==> config.mk <==
export PLATFORM = sky130hd
export DESIGN_NAME = five_tuple_rule_matcher_core
export DESIGN_NICKNAME = d
export VERILOG_FILES = /design/src/rtl/ftrm_pkg.sv /design/src/rtl/five_tuple_rule_matcher_core.sv /design/src/rtl/ftrm_ram.sv
export VERILOG_INCLUDE_DIRS = /design/src /design/src/rtl
export SDC_FILE = /design/constraint.sdc
export NUM_CORES = 2
export LEC_CHECK = 0
export BUFFER_PORTS_ARGS = -buffer_cell sky130_fd_sc_hd__buf_2
export CAP_MARGIN = 40
export CORE_AREA = 2 2 347 418
export DETAILED_ROUTE_END_ITERATION = 10
export DIE_AREA = 0 0 349 420
export PLACE_DENSITY = 0.76
export SYNTH_ARGS = -nofsm -noshare
export SYNTH_HDL_FRONTEND = slang
export SYNTH_SLANG_ARGS = --single-unit
==> constraint.sdc <==
create_clock -name clk -period 21.2 [get_ports clk]
set_input_delay 2.12 -clock clk [delete_from_list [all_inputs] [get_ports clk]]
set_output_delay 2.12 -clock clk [all_outputs]
set_load 0.01 [all_outputs]
==> src/rtl/five_tuple_rule_matcher_core_defines.svh <==
// Assertion macros shared by the five-tuple rule matcher RTL.
`ifndef FIVE_TUPLE_RULE_MATCHER_CORE_DEFINES_SVH
`define FIVE_TUPLE_RULE_MATCHER_CORE_DEFINES_SVH

// Same-cycle implication, checked on every rising edge outside reset.
`define FTRM_ASSERT_IMP(name, ante, cons) \
  name: assert property (@(posedge clk) disable iff (!rst_n) (ante) |-> (cons)) \
    else $error("five-tuple rule matcher: same-cycle check failed");

// Next-cycle implication, checked on every rising edge outside reset.
`define FTRM_ASSERT_NXT(name, ante, cons) \
  name: assert property (@(posedge clk) disable iff (!rst_n) (ante) |=> (cons)) \
    else $error("five-tuple rule matcher: next-cycle check failed");

`endif

==> src/rtl/ftrm_pkg.sv <==
// Types and constants of the five-tuple rule matcher.
package ftrm_pkg;

  localparam int DEF_PROTOCOL_ENTRIES = 8;
  localparam int DEF_PREFIX_ENTRIES   = 8;
  localparam int DEF_RANGE_ENTRIES    = 8;

  localparam logic [7:0]  DEF_PROTO_A = 8'd6;
  localparam logic [7:0]  DEF_PROTO_B = 8'd17;
  localparam logic [15:0] PORT_MAX    = 16'hFFFF;
  localparam logic [31:0] ADDR_ANY    = 32'h0000_0000;

  localparam int CFG_IDX_W  = 1;
  localparam int CFG_DATA_W = 16;
  localparam logic [CFG_IDX_W-1:0] CFG_CONNECTION_ID = 1'd0;
  localparam logic [CFG_IDX_W-1:0] CFG_RULE_PRIORITY = 1'd1;

  localparam int IN_TDATA_W  = 200;
  localparam int IN_TUSER_W  = 3;
  localparam int OUT_TDATA_W = 32;
  localparam int OUT_TUSER_W = 1;

  typedef enum logic [2:0] {
    OP_MATCH      = 3'd0,
    OP_ADD_PROTO  = 3'd1,
    OP_ADD_SRC_PF = 3'd2,
    OP_ADD_DST_PF = 3'd3,
    OP_ADD_SRC_RG = 3'd4,
    OP_ADD_DST_RG = 3'd5,
    OP_CLEAR      = 3'd6
  } op_t;

  typedef enum logic [2:0] {
    ST_INIT,
    ST_IDLE,
    ST_MATCH,
    ST_ADD,
    ST_EMIT
  } state_t;

  // One row of the rule memory: entry i of every list.
  typedef struct packed {
    logic [7:0]  proto;
    logic [31:0] sp_addr;
    logic [31:0] sp_mask;
    logic [31:0] dp_addr;
    logic [31:0] dp_mask;
    logic [15:0] sr_lo;
    logic [15:0] sr_hi;
    logic [15:0] dr_lo;
    logic [15:0] dr_hi;
  } row_t;

endpackage

==> src/rtl/five_tuple_rule_matcher_core.sv <==
// Top level of the five-tuple rule matcher: one classification rule held in a rule memory.
//
// The block holds one rule made of five bounded lists (protocols, source and destination
// address/mask pairs, source and destination port ranges) in a single rule memory whose
// row i carries entry i of every list. Each input word carries one operation in
// in_tuser and gives exactly one result word. A match reads the memory one row per cycle
// through its single read port, all five lists being tested side by side, and walks as
// many rows as the largest of the five list counts. An add reads the row, merges the new
// entry and writes it back; a clear, a refused add and the unused code go straight to the
// output stage. After reset the block writes the default entries into the memory before
// it takes its first word; configuration writes are taken at any time. A finished result
// sits in the output register, and the next word is accepted while it waits to be taken.
module five_tuple_rule_matcher_core #(
  parameter int PROTOCOL_ENTRIES = ftrm_pkg::DEF_PROTOCOL_ENTRIES,
  parameter int PREFIX_ENTRIES   = ftrm_pkg::DEF_PREFIX_ENTRIES,
  parameter int RANGE_ENTRIES    = ftrm_pkg::DEF_RANGE_ENTRIES
) (
  input  logic                              clk,
  input  logic                              rst_n,
  // Configuration write port.
  input  logic                              cfg_we,
  input  logic [ftrm_pkg::CFG_IDX_W-1:0]    cfg_index,
  input  logic [ftrm_pkg::CFG_DATA_W-1:0]   cfg_wdata,
  // Input channel.
  input  logic                              in_tvalid,
  output logic                              in_tready,
  // from bit 0: src_address, dst_address, src_port, dst_port, protocol,
  // rule_address, rule_mask, range_low, range_high
  input  logic [ftrm_pkg::IN_TDATA_W-1:0]   in_tdata,
  // from bit 0: operation
  input  logic [ftrm_pkg::IN_TUSER_W-1:0]   in_tuser,
  // Result channel.
  output logic                              out_tvalid,
  input  logic                              out_tready,
  // from bit 0: matched, match_connection_id, match_priority, zero fill
  output logic [ftrm_pkg::OUT_TDATA_W-1:0]  out_tdata,
  // from bit 0: status
  output logic [ftrm_pkg::OUT_TUSER_W-1:0]  out_tuser
);

  import ftrm_pkg::*;

  `include "five_tuple_rule_matcher_core_defines.svh"

  // The memory is as deep as the longest list; rows beyond a list's count are never read
  // for that list.
  localparam int ROWS_A = (PROTOCOL_ENTRIES > PREFIX_ENTRIES) ? PROTOCOL_ENTRIES
                                                              : PREFIX_ENTRIES;
  localparam int ROWS   = (ROWS_A > RANGE_ENTRIES) ? ROWS_A : RANGE_ENTRIES;
  localparam int ROW_AW = (ROWS > 1) ? $clog2(ROWS) : 1;
  localparam int CNT_W  = $clog2(ROWS + 1);
  localparam int ROW_W  = $bits(row_t);
  localparam bit INIT_LAST = (ROWS > 1);

  localparam logic [CNT_W-1:0] PROTO_CAP  = CNT_W'(PROTOCOL_ENTRIES);
  localparam logic [CNT_W-1:0] PREFIX_CAP = CNT_W'(PREFIX_ENTRIES);
  localparam logic [CNT_W-1:0] RANGE_CAP  = CNT_W'(RANGE_ENTRIES);
  localparam logic [CNT_W-1:0] PROTO_RST  = (PROTOCOL_ENTRIES >= 2) ? CNT_W'(2) : CNT_W'(1);
  localparam logic [CNT_W-1:0] ONE        = CNT_W'(1);

  // Control state.
  state_t           state_r, state_nxt;
  logic             init_idx_r, init_idx_nxt;
  logic [CNT_W-1:0] pcnt_r, pcnt_nxt;
  logic [CNT_W-1:0] spcnt_r, spcnt_nxt;
  logic [CNT_W-1:0] dpcnt_r, dpcnt_nxt;
  logic [CNT_W-1:0] srcnt_r, srcnt_nxt;
  logic [CNT_W-1:0] drcnt_r, drcnt_nxt;
  logic             pend_r, pend_nxt;
  logic             out_valid_r, out_valid_nxt;
  logic [15:0]      conn_id_r;
  logic [7:0]       prio_r;

  // Match walk and per-item working registers.
  logic [CNT_W-1:0]  iss_idx_r, iss_idx_nxt;
  logic [CNT_W-1:0]  pidx_r, pidx_nxt;
  logic [CNT_W-1:0]  span_r, span_nxt;
  logic [ROW_AW-1:0] add_idx_r, add_idx_nxt;
  logic              hp_r, hp_nxt;
  logic              hsp_r, hsp_nxt;
  logic              hdp_r, hdp_nxt;
  logic              hsr_r, hsr_nxt;
  logic              hdr_r, hdr_nxt;
  logic              res_status_r, res_status_nxt;
  logic              res_matched_r, res_matched_nxt;

  // Captured input word.
  op_t         op_r;
  logic [31:0] src_addr_r, dst_addr_r, rule_addr_r, rule_mask_r;
  logic [15:0] src_port_r, dst_port_r, range_lo_r, range_hi_r;
  logic [7:0]  protocol_r;

  // Output register.
  logic        out_status_r, out_matched_r;
  logic [15:0] out_conn_r;
  logic [7:0]  out_prio_r;
  logic        out_load;

  // Rule memory port.
  logic              ram_we, ram_re;
  logic [ROW_AW-1:0] ram_waddr, ram_raddr;
  logic [ROW_W-1:0]  ram_wdata, ram_rdata;
  row_t              cur_row;

  logic       in_acc;
  op_t        in_op;
  logic       counts_ok;

  assign in_tready = (state_r == ST_IDLE);
  assign in_acc    = in_tvalid && in_tready;
  assign in_op     = op_t'(in_tuser[2:0]);
  assign cur_row   = row_t'(ram_rdata);

  ftrm_ram #(
    .WIDTH (ROW_W),
    .DEPTH (ROWS)
  ) u_rule_ram (
    .clk   (clk),
    .we    (ram_we),
    .waddr (ram_waddr),
    .wdata (ram_wdata),
    .re    (ram_re),
    .raddr (ram_raddr),
    .rdata (ram_rdata)
  );

  // Sequencer. The memory is never written and read in the same cycle: a write happens
  // only in the add state or during the start-up fill, and neither state issues a read,
  // so no forwarding path is needed.
  always_comb begin
    logic [CNT_W-1:0] sel_cnt;
    logic [CNT_W-1:0] sel_cap;
    logic [CNT_W-1:0] span_a;
    logic [CNT_W-1:0] span_b;
    logic             issue;
    row_t             init_row;
    row_t             wr_row;

    state_nxt       = state_r;
    init_idx_nxt    = init_idx_r;
    pcnt_nxt        = pcnt_r;
    spcnt_nxt       = spcnt_r;
    dpcnt_nxt       = dpcnt_r;
    srcnt_nxt       = srcnt_r;
    drcnt_nxt       = drcnt_r;
    pend_nxt        = 1'b0;
    iss_idx_nxt     = iss_idx_r;
    pidx_nxt        = pidx_r;
    span_nxt        = span_r;
    add_idx_nxt     = add_idx_r;
    hp_nxt          = hp_r;
    hsp_nxt         = hsp_r;
    hdp_nxt         = hdp_r;
    hsr_nxt         = hsr_r;
    hdr_nxt         = hdr_r;
    res_status_nxt  = res_status_r;
    res_matched_nxt = res_matched_r;
    out_load        = 1'b0;
    ram_we          = 1'b0;
    ram_re          = 1'b0;
    ram_waddr       = '0;
    ram_raddr       = '0;
    ram_wdata       = '0;

    // Default entries written after reset: row 0 holds the first protocol, the wildcard
    // prefixes and the full port ranges; row 1 holds the second protocol.
    init_row       = '0;
    init_row.proto = init_idx_r ? DEF_PROTO_B : DEF_PROTO_A;
    init_row.sp_addr = ADDR_ANY;
    init_row.dp_addr = ADDR_ANY;
    init_row.sr_hi = PORT_MAX;
    init_row.dr_hi = PORT_MAX;

    // Count and capacity of the list that an add in the input word aims at.
    case (in_op)
      OP_ADD_PROTO: begin
        sel_cnt = pcnt_r;
        sel_cap = PROTO_CAP;
      end
      OP_ADD_SRC_PF: begin
        sel_cnt = spcnt_r;
        sel_cap = PREFIX_CAP;
      end
      OP_ADD_DST_PF: begin
        sel_cnt = dpcnt_r;
        sel_cap = PREFIX_CAP;
      end
      OP_ADD_SRC_RG: begin
        sel_cnt = srcnt_r;
        sel_cap = RANGE_CAP;
      end
      OP_ADD_DST_RG: begin
        sel_cnt = drcnt_r;
        sel_cap = RANGE_CAP;
      end
      default: begin
        sel_cnt = '0;
        sel_cap = '0;
      end
    endcase

    span_a = (pcnt_r > spcnt_r) ? pcnt_r : spcnt_r;
    span_a = (span_a > dpcnt_r) ? span_a : dpcnt_r;
    span_b = (srcnt_r > drcnt_r) ? srcnt_r : drcnt_r;

    issue  = (iss_idx_r < span_r);

    wr_row = cur_row;
    case (op_r)
      OP_ADD_PROTO:  wr_row.proto = protocol_r;
      OP_ADD_SRC_PF: begin
        wr_row.sp_addr = rule_addr_r;
        wr_row.sp_mask = rule_mask_r;
      end
      OP_ADD_DST_PF: begin
        wr_row.dp_addr = rule_addr_r;
        wr_row.dp_mask = rule_mask_r;
      end
      OP_ADD_SRC_RG: begin
        wr_row.sr_lo = range_lo_r;
        wr_row.sr_hi = range_hi_r;
      end
      OP_ADD_DST_RG: begin
        wr_row.dr_lo = range_lo_r;
        wr_row.dr_hi = range_hi_r;
      end
      default: ;
    endcase

    unique case (state_r)
      ST_INIT: begin
        ram_we    = 1'b1;
        ram_waddr = ROW_AW'(init_idx_r);
        ram_wdata = init_row;
        if (init_idx_r == INIT_LAST) begin
          state_nxt = ST_IDLE;
        end else begin
          init_idx_nxt = 1'b1;
        end
      end

      ST_IDLE: begin
        if (in_acc) begin
          res_status_nxt  = 1'b0;
          res_matched_nxt = 1'b0;
          unique case (in_op) inside
            OP_MATCH: begin
              hp_nxt      = 1'b0;
              hsp_nxt     = 1'b0;
              hdp_nxt     = 1'b0;
              hsr_nxt     = 1'b0;
              hdr_nxt     = 1'b0;
              iss_idx_nxt = '0;
              span_nxt    = (span_a > span_b) ? span_a : span_b;
              state_nxt   = ST_MATCH;
            end
            OP_ADD_PROTO, OP_ADD_SRC_PF, OP_ADD_DST_PF, OP_ADD_SRC_RG, OP_ADD_DST_RG: begin
              if (sel_cnt >= sel_cap) begin
                res_status_nxt = 1'b1;
                state_nxt      = ST_EMIT;
              end else begin
                ram_re      = 1'b1;
                ram_raddr   = sel_cnt[ROW_AW-1:0];
                add_idx_nxt = sel_cnt[ROW_AW-1:0];
                state_nxt   = ST_ADD;
              end
            end
            OP_CLEAR: begin
              // Emptied lists need no memory pass: rows beyond a count are never tested.
              pcnt_nxt  = '0;
              spcnt_nxt = '0;
              dpcnt_nxt = '0;
              srcnt_nxt = '0;
              drcnt_nxt = '0;
              state_nxt = ST_EMIT;
            end
            default: state_nxt = ST_EMIT;
          endcase
        end
      end

      ST_MATCH: begin
        // Test the row that arrived this cycle against every list whose count covers it.
        if (pend_r) begin
          hp_nxt  = hp_r  || ((pidx_r < pcnt_r) && (cur_row.proto == protocol_r));
          hsp_nxt = hsp_r || ((pidx_r < spcnt_r) &&
                              ((src_addr_r & cur_row.sp_mask) == cur_row.sp_addr));
          hdp_nxt = hdp_r || ((pidx_r < dpcnt_r) &&
                              ((dst_addr_r & cur_row.dp_mask) == cur_row.dp_addr));
          hsr_nxt = hsr_r || ((pidx_r < srcnt_r) && (src_port_r >= cur_row.sr_lo) &&
                              (src_port_r <= cur_row.sr_hi));
          hdr_nxt = hdr_r || ((pidx_r < drcnt_r) && (dst_port_r >= cur_row.dr_lo) &&
                              (dst_port_r <= cur_row.dr_hi));
        end
        if (issue) begin
          ram_re      = 1'b1;
          ram_raddr   = iss_idx_r[ROW_AW-1:0];
          pidx_nxt    = iss_idx_r;
          iss_idx_nxt = iss_idx_r + ONE;
          pend_nxt    = 1'b1;
        end else if (!pend_r) begin
          res_matched_nxt = hp_r && hsp_r && hdp_r && hsr_r && hdr_r;
          state_nxt       = ST_EMIT;
        end
      end

      ST_ADD: begin
        ram_we    = 1'b1;
        ram_waddr = add_idx_r;
        ram_wdata = wr_row;
        case (op_r)
          OP_ADD_PROTO:  pcnt_nxt  = pcnt_r + ONE;
          OP_ADD_SRC_PF: spcnt_nxt = spcnt_r + ONE;
          OP_ADD_DST_PF: dpcnt_nxt = dpcnt_r + ONE;
          OP_ADD_SRC_RG: srcnt_nxt = srcnt_r + ONE;
          OP_ADD_DST_RG: drcnt_nxt = drcnt_r + ONE;
          default: ;
        endcase
        state_nxt = ST_EMIT;
      end

      ST_EMIT: begin
        if (!out_valid_r || out_tready) begin
          out_load  = 1'b1;
          state_nxt = ST_IDLE;
        end
      end

      default: state_nxt = ST_IDLE;
    endcase

    if (out_load) begin
      out_valid_nxt = 1'b1;
    end else if (out_tready) begin
      out_valid_nxt = 1'b0;
    end else begin
      out_valid_nxt = out_valid_r;
    end
  end

  always_ff @(posedge clk) begin
    if (!rst_n) begin
      state_r     <= ST_INIT;
      init_idx_r  <= 1'b0;
      pcnt_r      <= PROTO_RST;
      spcnt_r     <= ONE;
      dpcnt_r     <= ONE;
      srcnt_r     <= ONE;
      drcnt_r     <= ONE;
      pend_r      <= 1'b0;
      out_valid_r <= 1'b0;
      conn_id_r   <= '0;
      prio_r      <= '0;
    end else begin
      state_r     <= state_nxt;
      init_idx_r  <= init_idx_nxt;
      pcnt_r      <= pcnt_nxt;
      spcnt_r     <= spcnt_nxt;
      dpcnt_r     <= dpcnt_nxt;
      srcnt_r     <= srcnt_nxt;
      drcnt_r     <= drcnt_nxt;
      pend_r      <= pend_nxt;
      out_valid_r <= out_valid_nxt;
      if (cfg_we) begin
        unique case (cfg_index)
          CFG_CONNECTION_ID: conn_id_r <= cfg_wdata;
          CFG_RULE_PRIORITY: prio_r    <= cfg_wdata[7:0];
          default: ;
        endcase
      end
    end
  end

  // Payload and working registers.
  always_ff @(posedge clk) begin
    iss_idx_r     <= iss_idx_nxt;
    pidx_r        <= pidx_nxt;
    span_r        <= span_nxt;
    add_idx_r     <= add_idx_nxt;
    hp_r          <= hp_nxt;
    hsp_r         <= hsp_nxt;
    hdp_r         <= hdp_nxt;
    hsr_r         <= hsr_nxt;
    hdr_r         <= hdr_nxt;
    res_status_r  <= res_status_nxt;
    res_matched_r <= res_matched_nxt;
    if (in_acc) begin
      op_r        <= in_op;
      src_addr_r  <= in_tdata[31:0];
      dst_addr_r  <= in_tdata[63:32];
      src_port_r  <= in_tdata[79:64];
      dst_port_r  <= in_tdata[95:80];
      protocol_r  <= in_tdata[103:96];
      rule_addr_r <= in_tdata[135:104];
      rule_mask_r <= in_tdata[167:136];
      range_lo_r  <= in_tdata[183:168];
      range_hi_r  <= in_tdata[199:184];
    end
    if (out_load) begin
      out_status_r  <= res_status_r;
      out_matched_r <= res_matched_r;
      out_conn_r    <= res_matched_r ? conn_id_r : 16'd0;
      out_prio_r    <= res_matched_r ? prio_r : 8'd0;
    end
  end

  assign out_tvalid = out_valid_r;
  assign out_tdata  = {7'd0, out_prio_r, out_conn_r, out_matched_r};
  assign out_tuser  = out_status_r;

  assign counts_ok = (pcnt_r <= PROTO_CAP) && (spcnt_r <= PREFIX_CAP) &&
                     (dpcnt_r <= PREFIX_CAP) && (srcnt_r <= RANGE_CAP) &&
                     (drcnt_r <= RANGE_CAP);

  // No list count ever grows beyond the depth of its list.
  `FTRM_ASSERT_IMP(a_count_bound, 1'b1, counts_ok)
  // A successful match never comes with a refusal status.
  `FTRM_ASSERT_IMP(a_match_status, out_tvalid && out_tdata[0], !out_tuser[0])
  // The rule memory is written only by the start-up fill and by an add.
  `FTRM_ASSERT_IMP(a_ram_write_src, ram_we, (state_r == ST_ADD) || (state_r == ST_INIT))
  // One word at a time: an accepted word closes the input until its result is loaded.
  `FTRM_ASSERT_NXT(a_one_in_flight, in_acc, !in_tready)

endmodule

==> src/rtl/ftrm_ram.sv <==
// Generic single-write, single-read RAM with a registered read port.
module ftrm_ram #(
  parameter int WIDTH = 8,
  parameter int DEPTH = 8,
  localparam int AW   = (DEPTH > 1) ? $clog2(DEPTH) : 1
) (
  input  logic             clk,
  input  logic             we,
  input  logic [AW-1:0]    waddr,
  input  logic [WIDTH-1:0] wdata,
  input  logic             re,
  input  logic [AW-1:0]    raddr,
  output logic [WIDTH-1:0] rdata
);

  logic [WIDTH-1:0] mem [DEPTH];
  logic [WIDTH-1:0] rdata_r;

  always_ff @(posedge clk) begin
    if (we) begin
      mem[waddr] <= wdata;
    end
    if (re) begin
      rdata_r <= mem[raddr];
    end
  end

  assign rdata = rdata_r;

endmodule
* Word level (Yosys, flattened, before mapping) *
Memory sizes are Yosys's and may differ from the RTL's. A register that Yosys moved wholly into a read port is not among the register bits.
Index checks and enable logic that the tools add are counted.

cells by class
  add/sub/neg operators = 6
  $lt $le $gt $ge = 15
  equal/unequal tests = 32
  multiplexer cells = 72
  bitwise operators = 4
  reductions and logical operators = 42

operators by type and width
  kind                   number
  $pmux W200 S2          1
  $mux W64               2
  $and A32 B32 Y32       2
  $eq A32 B32 Y1         2
  $mux W32               2
  $mux W4                15
  $pmux W4 S2            6
  $reduce_and A4 Y1      9
  $ge A16 B16 Y1         2
  $le A16 B16 Y1         2
  $mux W3                10
  $add A4 B1 Y4 const B  6
  $lt A4 B4 Y1           6
  $mux W1                22
  $pmux W4 S5            1
  $eq A3 B2 Y1 const B   6
  $eq A3 B3 Y1 const B   6
  $pmux W3 S2            3
  $gt A4 B4 Y1           4
  $pmux W3 S5            1
  $ne A2 B1 Y1 const B   7
  $ne A2 B2 Y1 const B   7
  $pmux W1 S2            7
  $logic_and A1 B1 Y1    12
  other kinds (15)       30

word-level totals
  bits in registers = 301
  RAM bits = 1600
  bits of input ports = 225
  output and inout bits = 35
  logic and storage cells = 208
  memories = 1

memory list
  name            depth  bits a word  read ports  clocked after memory_dff  wr ports  line            RTL
  u_rule_ram.mem  8      200          1           1                         1         ftrm_ram.sv:16  logic [WIDTH-1:0] mem [DEPTH];

* Longest topological paths before layout *
  depth in word-level cells = 8
  depth in mapped cells = 22
  gate-level depth less buffers = 22

* Modules after synthesis *
From an unflattened synthesis, not the netlist that was laid out.

unflattened totals
  cell total of the unflattened synthesis = 4333
  area total of the unflattened synthesis = 84707.5 um^2

by module, submodules not included
  module                        instances  cells each  area an instance (um^2)  sequential area each (um^2)
  ftrm_ram                      1          2525        67821.3                  54051.8
  five_tuple_rule_matcher_core  1          1808        16886.2                  8538.2

* Worst setup path before layout *
Ideal clock, no wire load.

  path type = reg-to-reg
  start = register state_r[2]
  end = memory u_rule_ram.mem[2][0] (netlist name) (enable)
  setup time = 1.006 ns
  data arrival time = 14.695 ns
  data required time = 20.194 ns
  path slack = 5.499 ns
  cell stages (with the launch flop) = 7
  buffers on the path = 2
  period minus slack after synthesis = 15.701 ns
  cells stage by stage = dfxtp_1 > buf_2 > nor2b_1 > and2_1 > clkbuf_1 > nand2_1 > nor3_1

between the ends
  word-level cells in the longest chain between the ends = 5
  elaborated cells between the ends (all ways) = 7
  classes of those cells = 1 x eq/ne; 4 x mux; 2 x reduce/logical

RTL lines
  item                                              line                                 RTL
  start: declaration                                five_tuple_rule_matcher_core.sv:62   state_t state_r, state_nxt;
  start signal: assignment                          five_tuple_rule_matcher_core.sv:355  state_r <= state_nxt;
  $eq A3 B2 Y1 or $logic_not A3 Y1 (tied branches)  five_tuple_rule_matcher_core.sv:230  unique case (state_r)
  $reduce_or A2 Y1 (no source line)                 -
  $mux W1                                           five_tuple_rule_matcher_core.sv:230
  $mux W1                                           ftrm_ram.sv:20                       if (we) begin
  $mux W1 (implied by the code)                     ftrm_ram.sv:21                       mem[waddr] <= wdata;
  end: declaration                                  ftrm_ram.sv:16

Several ways; a longest one is shown, not always the timed one.

* Worst setup path in the final report *
  start = input port in_tuser[1] (netlist name)
  end = register u_rule_ram.rdata_r[88] (netlist: u_rule_ram.rdata[88]) (read register of u_rule_ram.mem), data pin

between the ends
  word-level cells in the longest chain between the ends = 8
  elaborated cells between the ends (all ways) = 17
  classes of those cells = 1 x order compare; 5 x eq/ne; 10 x mux; 1 x reduce/logical

RTL lines
  item                                        line                                 RTL
  start: declaration                          five_tuple_rule_matcher_core.sv:31   input logic [ftrm_pkg::IN_TUSER_W-1:0] in_tuser,
  $eq A3 B1 Y1 (tied with other cells)        five_tuple_rule_matcher_core.sv:175  case (in_op)
  $reduce_or A5 Y1 (no source line)           -
  $mux W4                                     five_tuple_rule_matcher_core.sv:175
  $ge A4 B4 Y1                                five_tuple_rule_matcher_core.sv:258  if (sel_cnt >= sel_cap) begin
  $mux W3 or $mux W1 (tied branches)          five_tuple_rule_matcher_core.sv:258
  $mux W3 or $mux W1 (tied branches)          five_tuple_rule_matcher_core.sv:246  unique case (in_op) inside
  $mux W3 or $mux W1 (tied branches)          five_tuple_rule_matcher_core.sv:243  if (in_acc) begin
  $pmux W3 S2 or $pmux W1 S2 (tied branches)  five_tuple_rule_matcher_core.sv:230
  end: declaration                            ftrm_ram.sv:17                       logic [WIDTH-1:0] rdata_r;

Several ways; a longest one is shown, not always the timed one.
A chain may end at the register's enable or synchronous reset.

==> flow_summary_export.csv <==
group,metric,value,unit
synth,synth_top_area_share,72.5,%
layout,drive_above_1_share,15.1,%
worst_hold_path,hp-class,"reg -> reg",
synth,synth.area.top_cells,"edfxtp_1, mux2i_1, nand2_1",
layout,syn2layout_area_growth,12.0,%
setup_path,critPathMaxStageDelay,820,ps
global_routing,grt_pass1_wl,313000,µm
setup_path,cp_top_family,"buffers and inverters",
synth,yosysWarnings,0,
floorplanning,io_pins,260,
clock_network,cts_resized,0,
setup_path,worst-r2r-setup-slack,15240,ps
clock_network,cts_tree,"yes",
synth,yosysUniqueCellTypes,69,
setup_path,path_cells,"buf_2, nor3_1, a21oi_1, ha_1, nand2_1, a2bb2oi_4, buf_4, buf_16, buf_4, buf_4, buf_4, mux2i_1, a32o_1, a211oi_2",
placement,dpl_cell_area,88600,µm²
worst_hold_path,hold_start,"res_status_r$_SDFFCE_PN0P_",
setup_path,r2r_start,"state_r[1]$_SDFFE_PN0P_",
synth,post_synth.cell_area_avg,15.7,µm²
global_routing,grt.met3_usage,4.59,%
floorplanning,initial_core_util,59.7,%
global_routing,overflow,0,
synth,syn-instance-count,5422,
route,dr.pass1.iters,5,
setup_path,critPathKind,"in -> reg",
timing,rsz0062_at_grt,"false",
synth,synth_top_area_cell,"edfxtp_1",
global_routing,grt_pass1_vias,48500,
timing,max_freq,145,MHz
job,cap_violations,0,
clock_network,cts_buffers,195,
setup_path,path_max_fanout,63,
global_routing,grtUsageMet2,48.7,%
route,ant_nets,0,
clock_network,cts_setup_buffers,0,
timing,relSlewSlack,19.7,%
placement,portBuffers,252,
setup_path,cp.buffers_inverters,6,
setup_path,slowest_stage,"buf_4",
setup_path,setup.worst_path.start_class,"input port",
power_and_ir_drop,power_density,99.5,nW/µm²
layout,final_nets,5995,
route,dr.first_iter.drc_count,5846,
clock_network,cts.sinks,2101,
timing,fin_skew,48.7,ps
power_and_ir_drop,fin_total_pwr,9.47,mW
placement,dpl.hpwl,119000,µm
setup_path,reg2regPathDepth,13,
timing,tightest_slew,1210,ps
global_routing,grt_max_degree,209,
clock_network,clk_path_buf_depth,3,
clock_network,clkTransAtPathRegs,70,ps
global_routing,top_usage_layer,"met2",
worst_hold_path,holdPathStages,0,
timing,hold_violations,0,
clock_network,postCtsHoldBufs,0,
timing,fin_crit,6880,ps
worst_hold_path,min_to,"out_tuser$_DFFE_PP_",
timing,final.period_utilization,32.4,%
synth,synth_top_flop_cell,"edfxtp_1",
setup_path,cp.arrival,7420,ps
layout,fin_area,95200,µm²
synth,synth-edff-count,2051,
global_routing,grt_antenna_before_repair,9,
power_and_ir_drop,vdd_drop_max,105,µV
route,via_per_inst,6.36,
setup_path,cpMostUsedCell,"buf_4",
run_status,status,"finished, final reports clean",
layout,post-route-util,66.8,%
route,wire_per_inst,27.9,µm
clock_network,cts-htree-levels,4,
timing,final_max_slew_viol_count,0,
synth,async_flop_share,0,%
floorplanning,fp.dieH,420,µm
clock_network,root_buffer,"clkbuf_16",
route,vias,48800,
setup_path,reg2reg_to,"u_rule_ram.rdata[88]$_DFFE_PP_",
floorplanning,num_rows,152,
timing,tns,0,ps
layout,nFillCells,9293,
floorplanning,fp.dieW,349,µm
timing,whs,456,ps
setup_path,worstPathRequired,21740,ps
floorplanning,core_region_area,142000,µm²
route,drc,0,
timing,final-setup-viol-count,0,
global_routing,met1_usage,38.1,%
floorplanning,die_area,147000,µm²
synth,synth_area,85000,µm²
global_routing,grtUsageTotal,29.1,%
clock_network,clk_latency,850,ps
setup_path,end_kind,"flop",
power_and_ir_drop,p_leak,33.5,nW
placement,place_congestion,0.837,
route,wl,214000,µm
synth,synth.yosys.seq_area_share,73.7,%
synth,ys_seq_elements,2101,
[through the flow]
| step | cells | worst slack [ps] |
|---|---|---|
| 6_report | 7679 | 14320 |
| 2_1_floorplan | 5428 | 5500 |
| 3_3_place_gp | 7281 | 13400 |
| 5_1_grt | 7677 | 14020 |
| 3_5_place_dp | 7316 | 13550 |
| 4_1_cts | 7677 | 14420 |
[logic make-up after synthesis]
kind of cell | Yosys count | synth area share (%)
buffers and inverters | 414 | 2.35
muxes | 428 | 5.04
xor gates and xnor gates | 74 | 0.763
AOI/OAI and AO/OA | 998 | 9.83
DFF | 2101 | 73.7
and+or+nand+nor | 1301 | 6.81
other | 1 | 0.00441
adders and majority gates | 105 | 1.55
[cells in the mapped netlist (all sizes together), types with 3 or more instances]
cell type and count:
a2111oi 3, a211oi 408, a21boi 27, a21o 14
a21oi 228, a221oi 3, a31oi 4, a32o 200
a32oi 4, a41oi 4, and2 228, and3 6
and4 3, buf 178, clkbuf 142, dfxtp 50
edfxtp 2051, ha 105, inv 94, mux2i 427
nand2 857, nand2b 13, nand3 24, nand3b 9
nand4 22, nor2 83, nor2b 23, nor3 14
nor3b 5, nor4 6, o2111ai 3, o211ai 3
o21a 10, o21ai 66, o221ai 3, o311ai 4
xnor2 21, xor2 53
[worst reg2reg max path, stage by stage (launching register included)]
cell	delay, ps
dfxtp_1	610
nor3b_2	130
nand2_1	230
inv_8	220
nand2_1	390
a2bb2oi_4	580
buf_4	260
buf_16	300
buf_4	750
buf_4	800
buf_4	880
mux2i_1	310
a32o_1	170
a211oi_2	50
[layer usage]
| layer | vias up | wire, µm |
|---|---|---|
| met5 | - | 75 |
| met1 | 24400 | 79400 |
| met2 | 2759 | 106000 |
| met3 | 452 | 19800 |
| li1 | 21200 | - |
| met4 | 12 | 8590 |
[state kept, by name (all words and copies together) (netlist names), 8 cells and up]
register,flops
dst_port_r,16
out_conn_r,16
src_port_r,16
protocol_r,8
out_prio_r,8
range_lo_r,16
u_rule_ram.mem,1600
conn_id_r,16
rule_mask_r,32
prio_r,8
dst_addr_r,32
src_addr_r,32
rule_addr_r,32
range_hi_r,16
u_rule_ram.rdata,200
[final cells by class]
class	instances	area (µm²)	area share (%)
clock inverters	117	1460	1.54
repair buffers	360	2760	2.90
multi-input cells	2913	20600	21.6
inverters	94	360	0.379
well taps	1848	2310	2.43
flip-flops and latches	2101	62600	65.7
clock buffers	244	5150	5.41
diodes	2	5.00	0.00526
[worst max-delay path by stage]
stage / start / to / slack (ps) / cells past startpoint
final: in_tuser[1] / u_rule_ram.rdata[88]$_DFFE_PP_ / 14320 / 14
after global routing: in_tuser[1] / u_rule_ram.rdata[88]$_DFFE_PP_ / 14020 / 14
after CTS: in_tuser[1] / u_rule_ram.rdata[138]$_DFFE_PP_ / 14420 / 14
after detailed placement: in_tuser[0] / u_rule_ram.rdata[88]$_DFFE_PP_ / 13550 / 14
after global placement: in_tuser[2] / u_rule_ram.rdata[77]$_DFFE_PP_ / 13400 / 13
after floorplan: state_r[2]$_SDFFE_PN0P_ / u_rule_ram.mem[2][0]$_DFFE_PP_ / 5500 / 6
[cells in the final DEF, fill, tap and decap left out, drive strengths merged, types with 4 or more instances in the layout]
master    instances
ha              105
a31oi             4
a41oi             4
clkbuf          244
xnor2            21
nor4              6
inv             104
o21a             10
nand2b           13
clkinv           68
dfxtp            50
buf             360
a211oi          408
edfxtp         2051
and3              6
a21boi           27
a21o             14
clkinvlp         11
nand3            24
a21oi           228
nor2             83
o21ai            66
bufinv           28
o311ai            4
mux2i           427
nor3b             5
nand2           857
nand3b            9
nand4            22
xor2             53
a32oi             4
conb              7
a32o            200
and2            228
nor3             14
nor2b            23
[power breakdown]
group	total [mW]	internal [mW]	switching, mW
Combinational	0.851	0.296	0.555
Clock	3.60	2.07	1.53
Sequential	5.02	4.91	0.111
(Power assumes the default switching activity.)
